File: config.mk
export PLATFORM = sky130hd
export DESIGN_NAME = epg_ctrl
export DESIGN_NICKNAME = d
export VERILOG_FILES = /design/src/rtl/epg_pkg.sv /design/src/rtl/epg_ctrl.sv
export VERILOG_INCLUDE_DIRS = /design/src /design/src/rtl
export SDC_FILE = /design/constraint.sdc
export NUM_CORES = 1
export LEC_CHECK = 0
export ABC_AREA = 1
export BUFFER_PORTS_ARGS = -buffer_cell sky130_fd_sc_hd__buf_2
export CORE_MARGIN = 3
export CORE_UTILIZATION = 49
export DETAILED_ROUTE_END_ITERATION = 6
export PLACE_DENSITY_LB_ADDON = 0.05
export SYNTH_ARGS = -nofsm -noshare
export SYNTH_HDL_FRONTEND = slang
export SYNTH_SLANG_ARGS = --single-unit
File: constraint.sdc
create_clock -name clk -period 1.6 [get_ports clk]
set_input_delay 0.24 -clock clk [delete_from_list [all_inputs] [get_ports clk]]
set_output_delay 0.24 -clock clk [all_outputs]
set_load 0.01 [all_outputs]
File: src/rtl/epicycloid_point_generator_top_assert.svh
// Assertion macros used by the epicycloid point generator controller.
`ifndef EPICYCLOID_POINT_GENERATOR_TOP_ASSERT_SVH
`define EPICYCLOID_POINT_GENERATOR_TOP_ASSERT_SVH

`ifndef SYNTHESIS

`define EPG_ASSERT_IMPLY(label, aclk, arst, ante, cons) \
  label: assert property (@(posedge aclk) disable iff (arst) (ante) |-> (cons)) \
    else $error("epg: same-cycle check failed");

`define EPG_ASSERT_NEXT(label, aclk, arst, ante, cons) \
  label: assert property (@(posedge aclk) disable iff (arst) (ante) |=> (cons)) \
    else $error("epg: next-cycle check failed");

`else

`define EPG_ASSERT_IMPLY(label, aclk, arst, ante, cons)

`define EPG_ASSERT_NEXT(label, aclk, arst, ante, cons)

`endif

`endif

File: src/rtl/epg_pkg.sv
// Package: widths, constants, codes and the arctangent table of the point generator.
package epg_pkg;

  localparam int ANGLE_BITS_DEF   = 16;
  localparam int CORDIC_ITERS_DEF = 16;

  localparam int CFG_W       = 16;
  localparam int CFG_INDEX_W = 8;
  localparam int COORD_W     = 26;
  localparam int TURN_W      = 32;
  localparam int CORDIC_W    = 34;
  localparam int TRIG_W      = 32;
  localparam int K1_W        = 17;
  localparam int AMP_W       = 25;
  localparam int MUL_A_W     = 26;
  localparam int PROD_W      = MUL_A_W + TRIG_W;
  localparam int ATAN_IDX_W  = 5;
  localparam int FRAC_SHIFT  = 30;

  localparam logic signed [CORDIC_W-1:0] CORDIC_GAIN = 34'sd652032874;
  localparam logic signed [PROD_W-1:0]   ROUND_HALF  = 58'sd536870912;
  localparam logic [K1_W-1:0]            K1_ONE      = 17'd256;

  // register indexes on the configuration channel
  localparam logic [CFG_INDEX_W-1:0] REG_RADIUS      = 8'd0;
  localparam logic [CFG_INDEX_W-1:0] REG_RATIO       = 8'd1;
  localparam logic [CFG_INDEX_W-1:0] REG_PHASE_STEP  = 8'd2;
  localparam logic [CFG_INDEX_W-1:0] REG_POINT_COUNT = 8'd3;

  localparam logic [CFG_W-1:0] RADIUS_RST      = 16'd4096;
  localparam logic [CFG_W-1:0] RATIO_RST       = 16'd768;
  localparam logic [CFG_W-1:0] PHASE_STEP_RST  = 16'd522;
  localparam logic [CFG_W-1:0] POINT_COUNT_RST = 16'd180;

  // product/accumulate sequence
  localparam int MUL_STEP_W = 3;
  localparam logic [MUL_STEP_W-1:0] MUL_AMP_C1 = 3'd0;
  localparam logic [MUL_STEP_W-1:0] MUL_R_C2   = 3'd1;
  localparam logic [MUL_STEP_W-1:0] MUL_AMP_S1 = 3'd2;
  localparam logic [MUL_STEP_W-1:0] MUL_R_S2   = 3'd3;
  localparam logic [MUL_STEP_W-1:0] MUL_FINISH = 3'd4;

  typedef struct packed {
    logic                  accept;
    logic                  prep;
    logic                  cordic_step;
    logic                  swap;
    logic                  save2;
    logic                  mul_en;
    logic [MUL_STEP_W-1:0] mul_step;
    logic                  out_load;
  } epg_cmd_t;

  typedef struct packed {
    logic out_blocked;
  } epg_status_t;

  // atan(2^-i) in turns scaled by 2^32; zero past the table
  function automatic logic signed [CORDIC_W-1:0] atan_entry(input logic [ATAN_IDX_W-1:0] i);
    logic signed [CORDIC_W-1:0] a;
    case (i)
      5'd0:    a = 34'sd536870912;
      5'd1:    a = 34'sd316933406;
      5'd2:    a = 34'sd167458907;
      5'd3:    a = 34'sd85004756;
      5'd4:    a = 34'sd42667331;
      5'd5:    a = 34'sd21354465;
      5'd6:    a = 34'sd10679838;
      5'd7:    a = 34'sd5340245;
      5'd8:    a = 34'sd2670163;
      5'd9:    a = 34'sd1335087;
      5'd10:   a = 34'sd667544;
      5'd11:   a = 34'sd333772;
      5'd12:   a = 34'sd166886;
      5'd13:   a = 34'sd83443;
      5'd14:   a = 34'sd41722;
      5'd15:   a = 34'sd20861;
      5'd16:   a = 34'sd10430;
      5'd17:   a = 34'sd5215;
      5'd18:   a = 34'sd2608;
      5'd19:   a = 34'sd1304;
      5'd20:   a = 34'sd652;
      5'd21:   a = 34'sd326;
      5'd22:   a = 34'sd163;
      5'd23:   a = 34'sd81;
      default: a = '0;
    endcase
    return a;
  endfunction

endpackage

File: src/rtl/epg_ctrl.sv
// Controller: sequences angle setup, both CORDIC passes, the products and the output load.
module epg_ctrl import epg_pkg::*; #(
  parameter int CORDIC_ITERS = CORDIC_ITERS_DEF,
  parameter int ITER_W       = $clog2(CORDIC_ITERS)
) (
  input  logic              clk,
  input  logic              rst,
  input  logic              in_valid,
  output logic              in_ready,
  input  epg_status_t       status,
  output epg_cmd_t          cmd,
  output logic [ITER_W-1:0] iter
);

`include "epicycloid_point_generator_top_assert.svh"

  localparam logic [2:0] S_IDLE  = 3'd0;
  localparam logic [2:0] S_PREP  = 3'd1;
  localparam logic [2:0] S_ROT1  = 3'd2;
  localparam logic [2:0] S_SWAP  = 3'd3;
  localparam logic [2:0] S_ROT2  = 3'd4;
  localparam logic [2:0] S_SAVE2 = 3'd5;
  localparam logic [2:0] S_MUL   = 3'd6;
  localparam logic [2:0] S_DONE  = 3'd7;

  localparam logic [ITER_W-1:0] ITER_LAST = ITER_W'(CORDIC_ITERS - 1);

  logic [2:0]            state;
  logic [2:0]            state_next;
  logic [ITER_W-1:0]     iter_next;
  logic [MUL_STEP_W-1:0] mstep;
  logic [MUL_STEP_W-1:0] mstep_next;

  always_comb begin
    state_next = state;
    iter_next  = iter;
    mstep_next = mstep;
    cmd        = '0;
    in_ready   = 1'b0;
    case (state)
      S_IDLE: begin
        in_ready = 1'b1;
        if (in_valid) begin
          cmd.accept = 1'b1;
          state_next = S_PREP;
        end
      end
      S_PREP: begin
        cmd.prep   = 1'b1;
        iter_next  = '0;
        state_next = S_ROT1;
      end
      S_ROT1: begin
        cmd.cordic_step = 1'b1;
        iter_next       = iter + 1'b1;
        if (iter == ITER_LAST) begin
          iter_next  = '0;
          state_next = S_SWAP;
        end
      end
      S_SWAP: begin
        cmd.swap   = 1'b1;
        state_next = S_ROT2;
      end
      S_ROT2: begin
        cmd.cordic_step = 1'b1;
        iter_next       = iter + 1'b1;
        if (iter == ITER_LAST) begin
          iter_next  = '0;
          state_next = S_SAVE2;
        end
      end
      S_SAVE2: begin
        cmd.save2  = 1'b1;
        mstep_next = MUL_AMP_C1;
        state_next = S_MUL;
      end
      S_MUL: begin
        cmd.mul_en   = 1'b1;
        cmd.mul_step = mstep;
        mstep_next   = mstep + 1'b1;
        if (mstep == MUL_FINISH) begin
          state_next = S_DONE;
        end
      end
      S_DONE: begin
        // hold until the output register can take the point
        if (!status.out_blocked) begin
          cmd.out_load = 1'b1;
          state_next   = S_IDLE;
        end
      end
      default: begin
        state_next = S_IDLE;
      end
    endcase
  end

  always_ff @(posedge clk) begin
    if (rst) begin
      state <= S_IDLE;
      iter  <= '0;
      mstep <= '0;
    end else begin
      state <= state_next;
      iter  <= iter_next;
      mstep <= mstep_next;
    end
  end

  `EPG_ASSERT_NEXT(a_accept_to_prep, clk, rst, cmd.accept, state == S_PREP)
  `EPG_ASSERT_IMPLY(a_load_when_free, clk, rst, cmd.out_load, !status.out_blocked)
  `EPG_ASSERT_NEXT(a_rot1_to_swap, clk, rst, (state == S_ROT1) && (iter == ITER_LAST), state == S_SWAP)
  `EPG_ASSERT_IMPLY(a_mul_step_range, clk, rst, cmd.mul_en, cmd.mul_step <= MUL_FINISH)

endmodule
### Word-level counts from Yosys, hierarchy flattened

Cells that the tools add are included.

* mux-type cells: 19
* reduce and logical (&&, ||, !) cells: 5
* $add $sub $neg: 2
* eq/ne operators: 14

Operator list (count)
* $pmux W3 S8: 1
* $eq A3 B3 Y1 const B: 5
* $mux W3: 5
* $ne A2 B2 Y1 const B: 5
* $mux W1: 9
* $mux W4: 2
* $pmux W4 S2: 1
* $eq A3 B2 Y1 const B: 2
* $pmux W3 S2: 1
* $reduce_and A5 Y1: 1
* $add A4 B1 Y4 const B: 1
* $eq A4 B4 Y1 const B: 1
* $reduce_bool A2 Y1: 2
* $add A3 B1 Y3 const B: 1
* $eq A3 B1 Y1 const B: 1
* $logic_not A3 Y1: 1
* $reduce_or A2 Y1: 1

* input bits: 4
* register bits: 10
* word-level logic and storage cells: 43

### Longest topological paths before layout

Gate-level depths: netlist of run 1.

* depth in word-level cells: 3
* gate-level depth with buffers: 9

### Worst setup path before layout of run 1

No wires, ideal clock.

* path kind: reg-to-reg
* start point: reg state[0]
* end point: reg state[2]
* required time: 1.487 ns
* setup time: 0.113 ns
* stages on the path, launching flop included: 9
* arrival time: 1.177 ns
* period minus slack after synthesis: 1.290 ns
* slack: 0.310 ns
* buffers on the path: 0
* path through: dfxtp_1 -> inv_1 -> ha_1 -> nand2_4 -> inv_1 -> nor2_1 -> nand3_1 -> nor2_1 -> nor2_1

* cells in the longest elaborated chain, start to end: 3
* elaborated cells on any way between the ends: 15
* those cells by class: 12 x eq/ne; 1 x mux; 2 x reduce/logical

Ends and longest elaborated chain
* start, declared: RTL line epg_ctrl.sv:28 `logic [2:0] state;`
* start signal, assigned: RTL line epg_ctrl.sv:105 `state <= state_next;`
* $eq A3 B3 Y1 (tied with other cells): RTL line epg_ctrl.sv:40 `case (state)`
* $ne A2 B2 Y1 (no source line)
* $reduce_and A5 Y1 (no source line)

Several ways; a longest one is shown, not always the timed one.
A chain may end at the register's enable or synchronous reset.

==> out/results.txt, run 1 <==
Total number of clock tree sinks: 10
Power density cells: 1530 nW/µm²
Proportion of power drawn by flip-flops and latches: 0.290
Fmax: 642 MHz
Largest stage delay on the critical path: 0.34 ns
Leakage power total: 0.462 nW
Initial Utilization: 0.572
Power consumption: 1.28 mW
Detailed Route WL: 1460 µm
First-pass GRT wire length: 2490 µm
Core Rows: 12
Drt initial violations: 7
Type of the worst setup path: reg -> out
First drt pass iteration count: 5
Number of H-tree branching levels: 1
Vias per inst: 4.83
Number of buffers inserted by hold repair at cts: 0
Finished Core Util: 0.689
Chip width: 43.7 µm
Layout Skew: 0.000700 ns
Cell Int Power: 0.700 mW
Worst slew pin tran: 0.241 ns
Switching power: 0.583 mW
Number of synthesized register bits: 10
Cell Area, Synth: 696 µm²
Average wire per cell in the routed design: 10.5 µm
Data arrival time of the critical path: 1.32 ns
Post-route fraction of the period consumed by the critical path: 0.974
Synthesis-to-finish area growth: 20.5%
Worst hold-check path type: in -> reg
Instance count along the most critical hold path: 2
Max-capacitance violation count: 0
Antenna Nets Post-Route: 0
Shortest period the worst path allows: 1.56 ns
All-Layer GR Usage: 0.172
Floorplan Core Area: 1220 µm²
Die Y: 43.7 µm
Synthesized netlist cell count: 104
Pin count of the biggest net entering global routing: 10
Fraction of layout cells with a size suffix above 1: 0.296
Relative max-transition margin: 0.839
Largest driver fanout on the critical path: 7
Most common library cell in the layout ignoring fill and taps: sky130_fd_sc_hd__nand2_1
Series of cell instances along the critical path: inv_1 -> ha_2 -> nand2_4 -> nor2_1 -> buf_2
Number of global-route vias before repair: 612
Insertion delay to the later sink of the worst-skew pair: 0.27 ns
Type of destination of the critical path: primary output
Number of distinct standard cells referenced by the synthesized netlist: 21
Routability Congestion: 0.835
Number of top-level design ports: 19
RSZ-0062 raised after global routing: yes
Share of the yosys chip area belonging to registers: 0.288
Vias post-DR: 671
R2R cell count: 8
Pre-CTS WS: 0.202 ns
Number of input and output port buffers inserted: 18
Number of antenna violations at the first check in global routing: 0
Remaining global-route overflow: 0
Area of placed instances: 792 µm²
Worst EP required: 1.36 ns
Share of power burned in combinational logic: 0.527
Final hold violations: 0
Number of setup violations in the final report: 0
Final setup slack of the worst path: 0.0422 ns
Clock tree root buffer cell: sky130_fd_sc_hd__clkbuf_4
Total nets after synthesis: 115
Total CTS buffers: 3
Peak supply drop: 0.000911 V
Critical-path top delay cell: sky130_fd_sc_hd__dfxtp_2
Final non-filler cell area: 838 µm²
Synth Warn #: 0
DRC errors left: 0
Estimated wirelength of the detail-placed design: 1170 µm
Number of pins exceeding their max-slew limit in the final report: 0
Smallest hold slack: 0.183 ns
Reg clk slew, reported paths: 0.07 ns
Clock Tree Buf Depth: 2
Result of the run: finished clean
TritonCTS clock tree: done
Share of total power consumed by net switching: 0.454
Layout net count: 137
Most frequent cells in the layout: sky130_fd_sc_hd__nand2_1, sky130_fd_sc_hd__buf_2, sky130_fd_sc_hd__inv_1
Average cell area after synthesis: 6.69 µm²
Fill count: 116
DIE AREA: 1910 µm²
Part of the total power dissipated in the clock network: 0.183
Inserted Diodes: 0
Critical Path Source Type: register
## layout make-up
type / instances / area [µm²] / area share
multi-input cells: 73 / 414 / 0.494
flip-flops and latches: 10 / 203 / 0.242
clock buffers: 4 / 36.3 / 0.0433
inverters: 20 / 77.6 / 0.0925
repair buffers: 18 / 90.1 / 0.107
well taps: 14 / 17.5 / 0.0209
## final timing paths
| path | startpoint | endpoint | slack (ns) |
|---|---|---|---|
| worst max-delay path | state[0]$_SDFFE_PP0P_ | cmd[1] | 0.04 |
| worst min-delay path | rst | mstep[1]$_SDFFE_PP0P_ | 0.18 |
| worst max register to register | state[1]$_SDFFE_PP0P_ | state[2]$_SDFFE_PP0P_ | 0.24 |
| worst min register to register | mstep[2]$_SDFFE_PP0P_ | mstep[2]$_SDFFE_PP0P_ | 0.49 |
## state kept, by name (all words and copies together), names as in the netlist
register  cells
mstep         3
state         3
iter          4
## logic make-up after synthesis
group / count (synthesis) / share of synthesized area
adders and majority gates: 7 / 0.126
and+or+nand+nor: 55 / 0.367
xor gates and xnor gates: 1 / 0.0126
buffers and inverters: 21 / 0.128
DFF: 10 / 0.288
AOI/OAI and AO/OA: 10 / 0.0791
## worst max-delay path, delay by kind of cell, from the launching register on
kind                       cells  cell delay, ns
buffers and inverters          2            0.25
and+or+nand+nor                2            0.22
adders and majority gates      1            0.24
DFF                            1            0.34
## through the flow
| step | TNS (ns) | cells |
|---|---|---|
| finish | 0 | 139 |
| global route | -0.0688 | 139 |
| CTS | 0 | 139 |
| detailed placement | 0 | 135 |
| global placement | 0 | 135 |
| floorplan | 0 | 104 |
## layer usage
metal,track usage,up-vias,wire [µm],part of all wire
li1,-,363,-,-
met1,0.217,291,684,0.47
met2,0.279,15,693,0.47
met3,0.0622,2,79,0.054
met4,0.0361,0,6,0.0041
met5,0,-,0,0
## Yosys cell counts
master / number / area share
sky130_fd_sc_hd__buf_6: 1 / 0.016
sky130_fd_sc_hd__nand3_2: 1 / 0.014
sky130_fd_sc_hd__a211oi_1: 1 / 0.011
sky130_fd_sc_hd__o21ai_0: 2 / 0.014
sky130_fd_sc_hd__a21oi_1: 5 / 0.036
sky130_fd_sc_hd__nand2_1: 24 / 0.13
sky130_fd_sc_hd__dfxtp_1: 10 / 0.29
sky130_fd_sc_hd__nand4_1: 2 / 0.018
sky130_fd_sc_hd__o211ai_1: 1 / 0.011
sky130_fd_sc_hd__xnor2_1: 1 / 0.013
sky130_fd_sc_hd__inv_2: 1 / 0.0054
sky130_fd_sc_hd__inv_4: 1 / 0.0090
sky130_fd_sc_hd__nor2_1: 16 / 0.086
sky130_fd_sc_hd__inv_1: 18 / 0.097
sky130_fd_sc_hd__o21ai_1: 1 / 0.0072
sky130_fd_sc_hd__nand2_2: 2 / 0.018
sky130_fd_sc_hd__nand3_1: 5 / 0.036
sky130_fd_sc_hd__nor2_2: 1 / 0.0090
sky130_fd_sc_hd__nand2_4: 3 / 0.049
sky130_fd_sc_hd__ha_1: 7 / 0.13
sky130_fd_sc_hd__nor3_1: 1 / 0.0072
## power groups by stage
stage / combinational (mW) / clock [mW] / sequential, mW
4_1_cts: 0.669 / 0.249 / 0.366
3_5_place_dp: 0.663 / 0 / 0.372
3_3_place_gp: 0.656 / 0 / 0.367
6_report: 0.677 / 0.234 / 0.372
2_1_floorplan: 0.530 / 0 / 0.345
5_1_grt: 0.766 / 0.257 / 0.381
## timing repair
item                                    CTS  global route
resized for setup                         1             5
endpoints found under the setup margin    1             7
buffers inserted                          0             0
Power figures use the tool's default switching activity.
==> run 2: changes to the inputs <==
--- a/config.mk
+++ b/config.mk
@@ -7,10 +7,10 @@
 export NUM_CORES = 1
 export LEC_CHECK = 0
 export ABC_AREA = 1
-export BUFFER_PORTS_ARGS = -buffer_cell sky130_fd_sc_hd__buf_2
-export CORE_MARGIN = 3
-export CORE_UTILIZATION = 49
+export CORE_AREA = 3 3 40 42
 export DETAILED_ROUTE_END_ITERATION = 6
+export DIE_AREA = 0 0 43 45
+export DONT_BUFFER_PORTS = 1
 export PLACE_DENSITY_LB_ADDON = 0.05
 export SYNTH_ARGS = -nofsm -noshare
 export SYNTH_HDL_FRONTEND = slang
==> out/results.txt, run 2 (synthesized netlist as in run 1, its figures left out) <==
Reg clk slew, reported paths: 0.07 ns
Initial Utilization: 0.541
Antenna Nets Post-Route: 0
TritonCTS clock tree: done
Final hold violations: 0
Average wire per cell in the routed design: 11.4 µm
Max-capacitance violation count: 0
Die Y: 45 µm
RSZ-0062 raised after global routing: yes
Vias post-DR: 637
Number of flip-flops under the largest register name: 4
Critical Path Source Type: register
All-Layer GR Usage: 0.153
Data arrival time of the critical path: 1.29 ns
Total CTS buffers: 3
Area of placed instances: 711 µm²
First-pass GRT wire length: 2260 µm
Number of top-level design ports: 19
Power density cells: 1610 nW/µm²
Result of the run: finished clean
Largest registers: iter: 4 flops, mstep: 3 flops, state: 3 flops
Clock Tree Buf Depth: 2
Type of the worst setup path: reg -> out
Number of H-tree branching levels: 1
Worst hold-check path type: in -> reg
Post-route fraction of the period consumed by the critical path: 0.953
Number of buffers inserted by hold repair at cts: 0
Drt initial violations: 9
Vias per inst: 5.18
Number of antenna violations at the first check in global routing: 0
Relative max-transition margin: 0.703
Chip width: 43 µm
Launch point of the worst hold path: rst
Worst setup path start: state[0]$_SDFFE_PP0P_
Final non-filler cell area: 757 µm²
Estimated wirelength of the detail-placed design: 1080 µm
Largest driver fanout on the critical path: 7
Largest delay contributor family on the critical path: flip-flops
Most common library cell in the layout ignoring fill and taps: sky130_fd_sc_hd__nand2_1
Most frequent cells in the layout: sky130_fd_sc_hd__nand2_1, sky130_fd_sc_hd__inv_1, sky130_fd_sc_hd__nor2_1
Shortest period the worst path allows: 1.53 ns
Inserted Diodes: 0
Fmax: 656 MHz
Detailed Route WL: 1400 µm
DRC errors left: 0
Pin count of the biggest net entering global routing: 10
Insertion delay to the later sink of the worst-skew pair: 0.27 ns
Number of input and output port buffers inserted: 0
Layout net count: 120
Type of destination of the critical path: primary output
Worst slew pin tran: 0.445 ns
Series of cell instances along the critical path: inv_1 -> ha_1 -> nand2_4 -> nor2_1
Clock tree root buffer cell: sky130_fd_sc_hd__clkbuf_4
DIE AREA: 1940 µm²
Total number of clock tree sinks: 10
Layout Skew: 0.00153 ns
Number of setup violations in the final report: 0
First drt pass iteration count: 4
Peak supply drop: 0.00104 V
Critical-path top delay cell: sky130_fd_sc_hd__dfxtp_1
Worst EP required: 1.36 ns
Number of global-route vias before repair: 552
Remaining global-route overflow: 0
WP buf/inv: 1
Synthesis-to-finish area growth: 8.81%
Fill count: 133
Fraction of layout cells with a size suffix above 1: 0.157
Finished Core Util: 0.589
Floorplan Core Area: 1280 µm²
Core Rows: 13
Routability Congestion: 0.791
Leakage power total: 0.383 nW
Largest stage delay on the critical path: 0.33 ns
Register with the most flip-flops: iter
Number of pins exceeding their max-slew limit in the final report: 0
Launch instance of the worst register-to-register path: state[0]$_SDFFE_PP0P_
[run 2: cell count changes in the layout (fill, tap and decap cells not counted), moves of 2 or more]
cell and delta:
sky130_fd_sc_hd__buf_2 -18, sky130_fd_sc_hd__dfxtp_1 +2, sky130_fd_sc_hd__dfxtp_2 -2, sky130_fd_sc_hd__ha_1 +2, sky130_fd_sc_hd__ha_2 -2
[run 2: path summary, 6_finish.rpt]
path                           end  slack, ns  cells past startpoint
min reg2reg  mstep[1]$_SDFFE_PP0P_       0.48                      2
max                         cmd[3]       0.07                      4
min           iter[1]$_SDFFE_PP0P_       0.02                      1
max reg2reg  state[1]$_SDFFE_PP0P_       0.14                      9
[run 2: routing by layer]
layer  share of wire  vias to the layer above  track usage  routed length [µm]
met2            0.45                       16        0.237                 635
met3           0.060                        3       0.0518                  84
met5               0                        -            0                   0
met1            0.46                      289        0.193                 650
li1                -                      329            -                   -
met4           0.019                        0       0.0723                  26
[run 2: what timing repair did]
item                       CTS  global route
gates resized for setup      0             3
setup buffers                0             0
setup endpoints to repair    0             4
[run 2: power by group]
group	switching, mW	internal [mW]
Sequential	0.0626	0.299
Combinational	0.406	0.213
Clock	0.0981	0.138
Total	0.567	0.651
[run 2: final cells by class]
cell class              count  area (µm²)  area share
multi-input cells          73         417       0.550
flip-flops and latches     10         200       0.264
inverters                  20        77.6       0.102
clock buffers               4        36.3      0.0479
well taps                  15        18.8      0.0248
repair buffers              1        7.51     0.00992
[run 2: stage by stage]
stage                     hold slack (ns)  std cells  worst slack (ns)  setup TNS, ns  power (mW)
after floorplan                     0.309        104             0.310              0       0.875
after global placement              0.311        119            0.0837              0       0.983
after detailed placement            0.312        119             0.132              0       0.978
after CTS                          0.0205        123            0.0340              0        1.21
after global routing               0.0155        123          -0.00246       -0.00591        1.34
final                              0.0246        123            0.0749              0        1.22
==> run 3: changes to the inputs <==
--- a/config.mk
+++ b/config.mk
@@ -7,9 +7,11 @@
 export NUM_CORES = 1
 export LEC_CHECK = 0
 export ABC_AREA = 1
-export CORE_AREA = 3 3 40 42
+export CELL_PAD_IN_SITES_DETAIL_PLACEMENT = 0
+export CELL_PAD_IN_SITES_GLOBAL_PLACEMENT = 2
+export CORE_MARGIN = 3
+export CORE_UTILIZATION = 31
 export DETAILED_ROUTE_END_ITERATION = 6
-export DIE_AREA = 0 0 43 45
 export DONT_BUFFER_PORTS = 1
 export PLACE_DENSITY_LB_ADDON = 0.05
 export SYNTH_ARGS = -nofsm -noshare
==> out/results.txt, run 3 (synthesized netlist as in run 1, its figures left out) <==
Fraction of layout cells with a size suffix above 1: 0.218
Number of setup violations in the final report: 0
Clock tree root buffer cell: sky130_fd_sc_hd__clkbuf_4
Average wire per cell in the routed design: 11.1 µm
Chip width: 53.4 µm
Inserted Diodes: 0
Critical Path Source Type: register
Setup repair bufs after CTS: 0
Type of destination of the critical path: primary output
Worst hold-check path type: in -> reg
Most frequent cells in the layout: sky130_fd_sc_hd__nand2_1, sky130_fd_sc_hd__inv_1, sky130_fd_sc_hd__nor2_1
Layout Skew: 0.00310 ns
First drt pass iteration count: 4
Register with the most flip-flops: iter
Vias per inst: 4.53
Total CTS buffers: 3
Detailed Route WL: 1520 µm
Estimated wirelength of the detail-placed design: 1230 µm
Largest driver fanout on the critical path: 3
Remaining global-route overflow: 0
All-Layer GR Usage: 0.123
Antenna Nets Post-Route: 0
Number of flip-flops under the largest register name: 4
Routability Congestion: 0.738
Vias post-DR: 621
Layout net count: 122
Most common library cell in the layout ignoring fill and taps: sky130_fd_sc_hd__nand2_1
Total number of clock tree sinks: 10
Result of the run: finished clean
Drt initial violations: 12
TritonCTS clock tree: done
Initial Utilization: 0.341
Number of antenna violations at the first check in global routing: 0
Insertion delay to the later sink of the worst-skew pair: 0.27 ns
Number of input and output port buffers inserted: 0
Post-cts gate resize count: 0
Pre-CTS WS: 0.0906 ns
Worst slew pin tran: 0.468 ns
Finished Core Util: 0.392
RSZ-0062 raised after global routing: no
Smallest hold slack: 0.0303 ns
Post-route fraction of the period consumed by the critical path: 0.932
DRC errors left: 0
Floorplan Core Area: 2040 µm²
Power density cells: 1570 nW/µm²
Leakage power total: 0.393 nW
DIE AREA: 2850 µm²
Number of buffers inserted by hold repair at cts: 0
Pin count of the biggest net entering global routing: 10
Worst EP required: 1.36 ns
Number of global-route vias before repair: 591
Largest registers: iter: 4 flops, mstep: 3 flops, state: 3 flops
Type of the worst setup path: reg -> out
Core Rows: 16
Synthesis-to-finish area growth: 14.9%
Clock Tree Buf Depth: 2
Number of top-level design ports: 19
Final hold violations: 0
Peak supply drop: 0.000709 V
Die Y: 53.4 µm
Shortest period the worst path allows: 1.49 ns
Number of pins exceeding their max-slew limit in the final report: 0
Reg clk slew, reported paths: 0.07 ns
Max-capacitance violation count: 0
First-pass GRT wire length: 2550 µm
Final setup slack of the worst path: 0.109 ns
Number of H-tree branching levels: 1
Data arrival time of the critical path: 1.25 ns
Total Neg Setup Slack: 0 ns
Fmax: 671 MHz
Relative max-transition margin: 0.688
==> run 3: cell count changes in the layout (fill, tap and decap cells not counted) <==
cell / previous run / this run
sky130_fd_sc_hd__nand2_2: 2 / 3
sky130_fd_sc_hd__buf_4: 1 / 3
sky130_fd_sc_hd__nor2_2: 3 / 6
sky130_fd_sc_hd__ha_1: 7 / 6
sky130_fd_sc_hd__nor2_1: 14 / 11
sky130_fd_sc_hd__ha_2: 0 / 1
sky130_fd_sc_hd__nand2_1: 24 / 23
==> run 3: final cells by class <==
class	instances	area [µm²]
Clock buffer	4	36.3
Fill cell	229	1240
Inverter	20	77.6
Multi-Input combinational cell	73	429
Sequential cell	10	200
Tap cell	27	33.8
Timing Repair Buffer	3	22.5
==> run 3: routing by layer <==
layer,global-route usage,share of wire
met2,0.186,0.42
met4,0.0638,0.0085
met5,0,0
met3,0.0338,0.078
met1,0.158,0.49
==> run 3: through the flow <==
step | power, mW | area [µm²] | cells
finish | 1.26 | 800 | 137
global route | 1.38 | 800 | 137
CTS | 1.25 | 777 | 137
detailed placement | 1.01 | 741 | 133
global placement | 1.03 | 741 | 133
floorplan | 0.875 | 696 | 104
==> run 3: final timing paths <==
kind | cells past startpoint | slack, ns | endpoint | from
hold reg to reg | 2 | 0.48 | mstep[1]$_SDFFE_PP0P_ | mstep[1]$_SDFFE_PP0P_
hold / removal | 1 | 0.03 | iter[1]$_SDFFE_PP0P_ | rst
setup reg to reg | 8 | 0.16 | state[2]$_SDFFE_PP0P_ | state[0]$_SDFFE_PP0P_
setup / recovery | 5 | 0.11 | cmd[8] | state[1]$_SDFFE_PP0P_
==> run 3: where the power goes <==
part	internal, mW	switching, mW
clock network	0.138	0.0928
registers	0.299	0.0589
logic	0.237	0.430
==> run 3: worst max-delay path, stage by stage (launching register included) <==
cell	delay (ns)
sky130_fd_sc_hd__dfxtp_1	0.33
sky130_fd_sc_hd__inv_1	0.10
sky130_fd_sc_hd__ha_1	0.20
sky130_fd_sc_hd__inv_1	0.07
sky130_fd_sc_hd__nor2_2	0.14
sky130_fd_sc_hd__buf_4	0.15
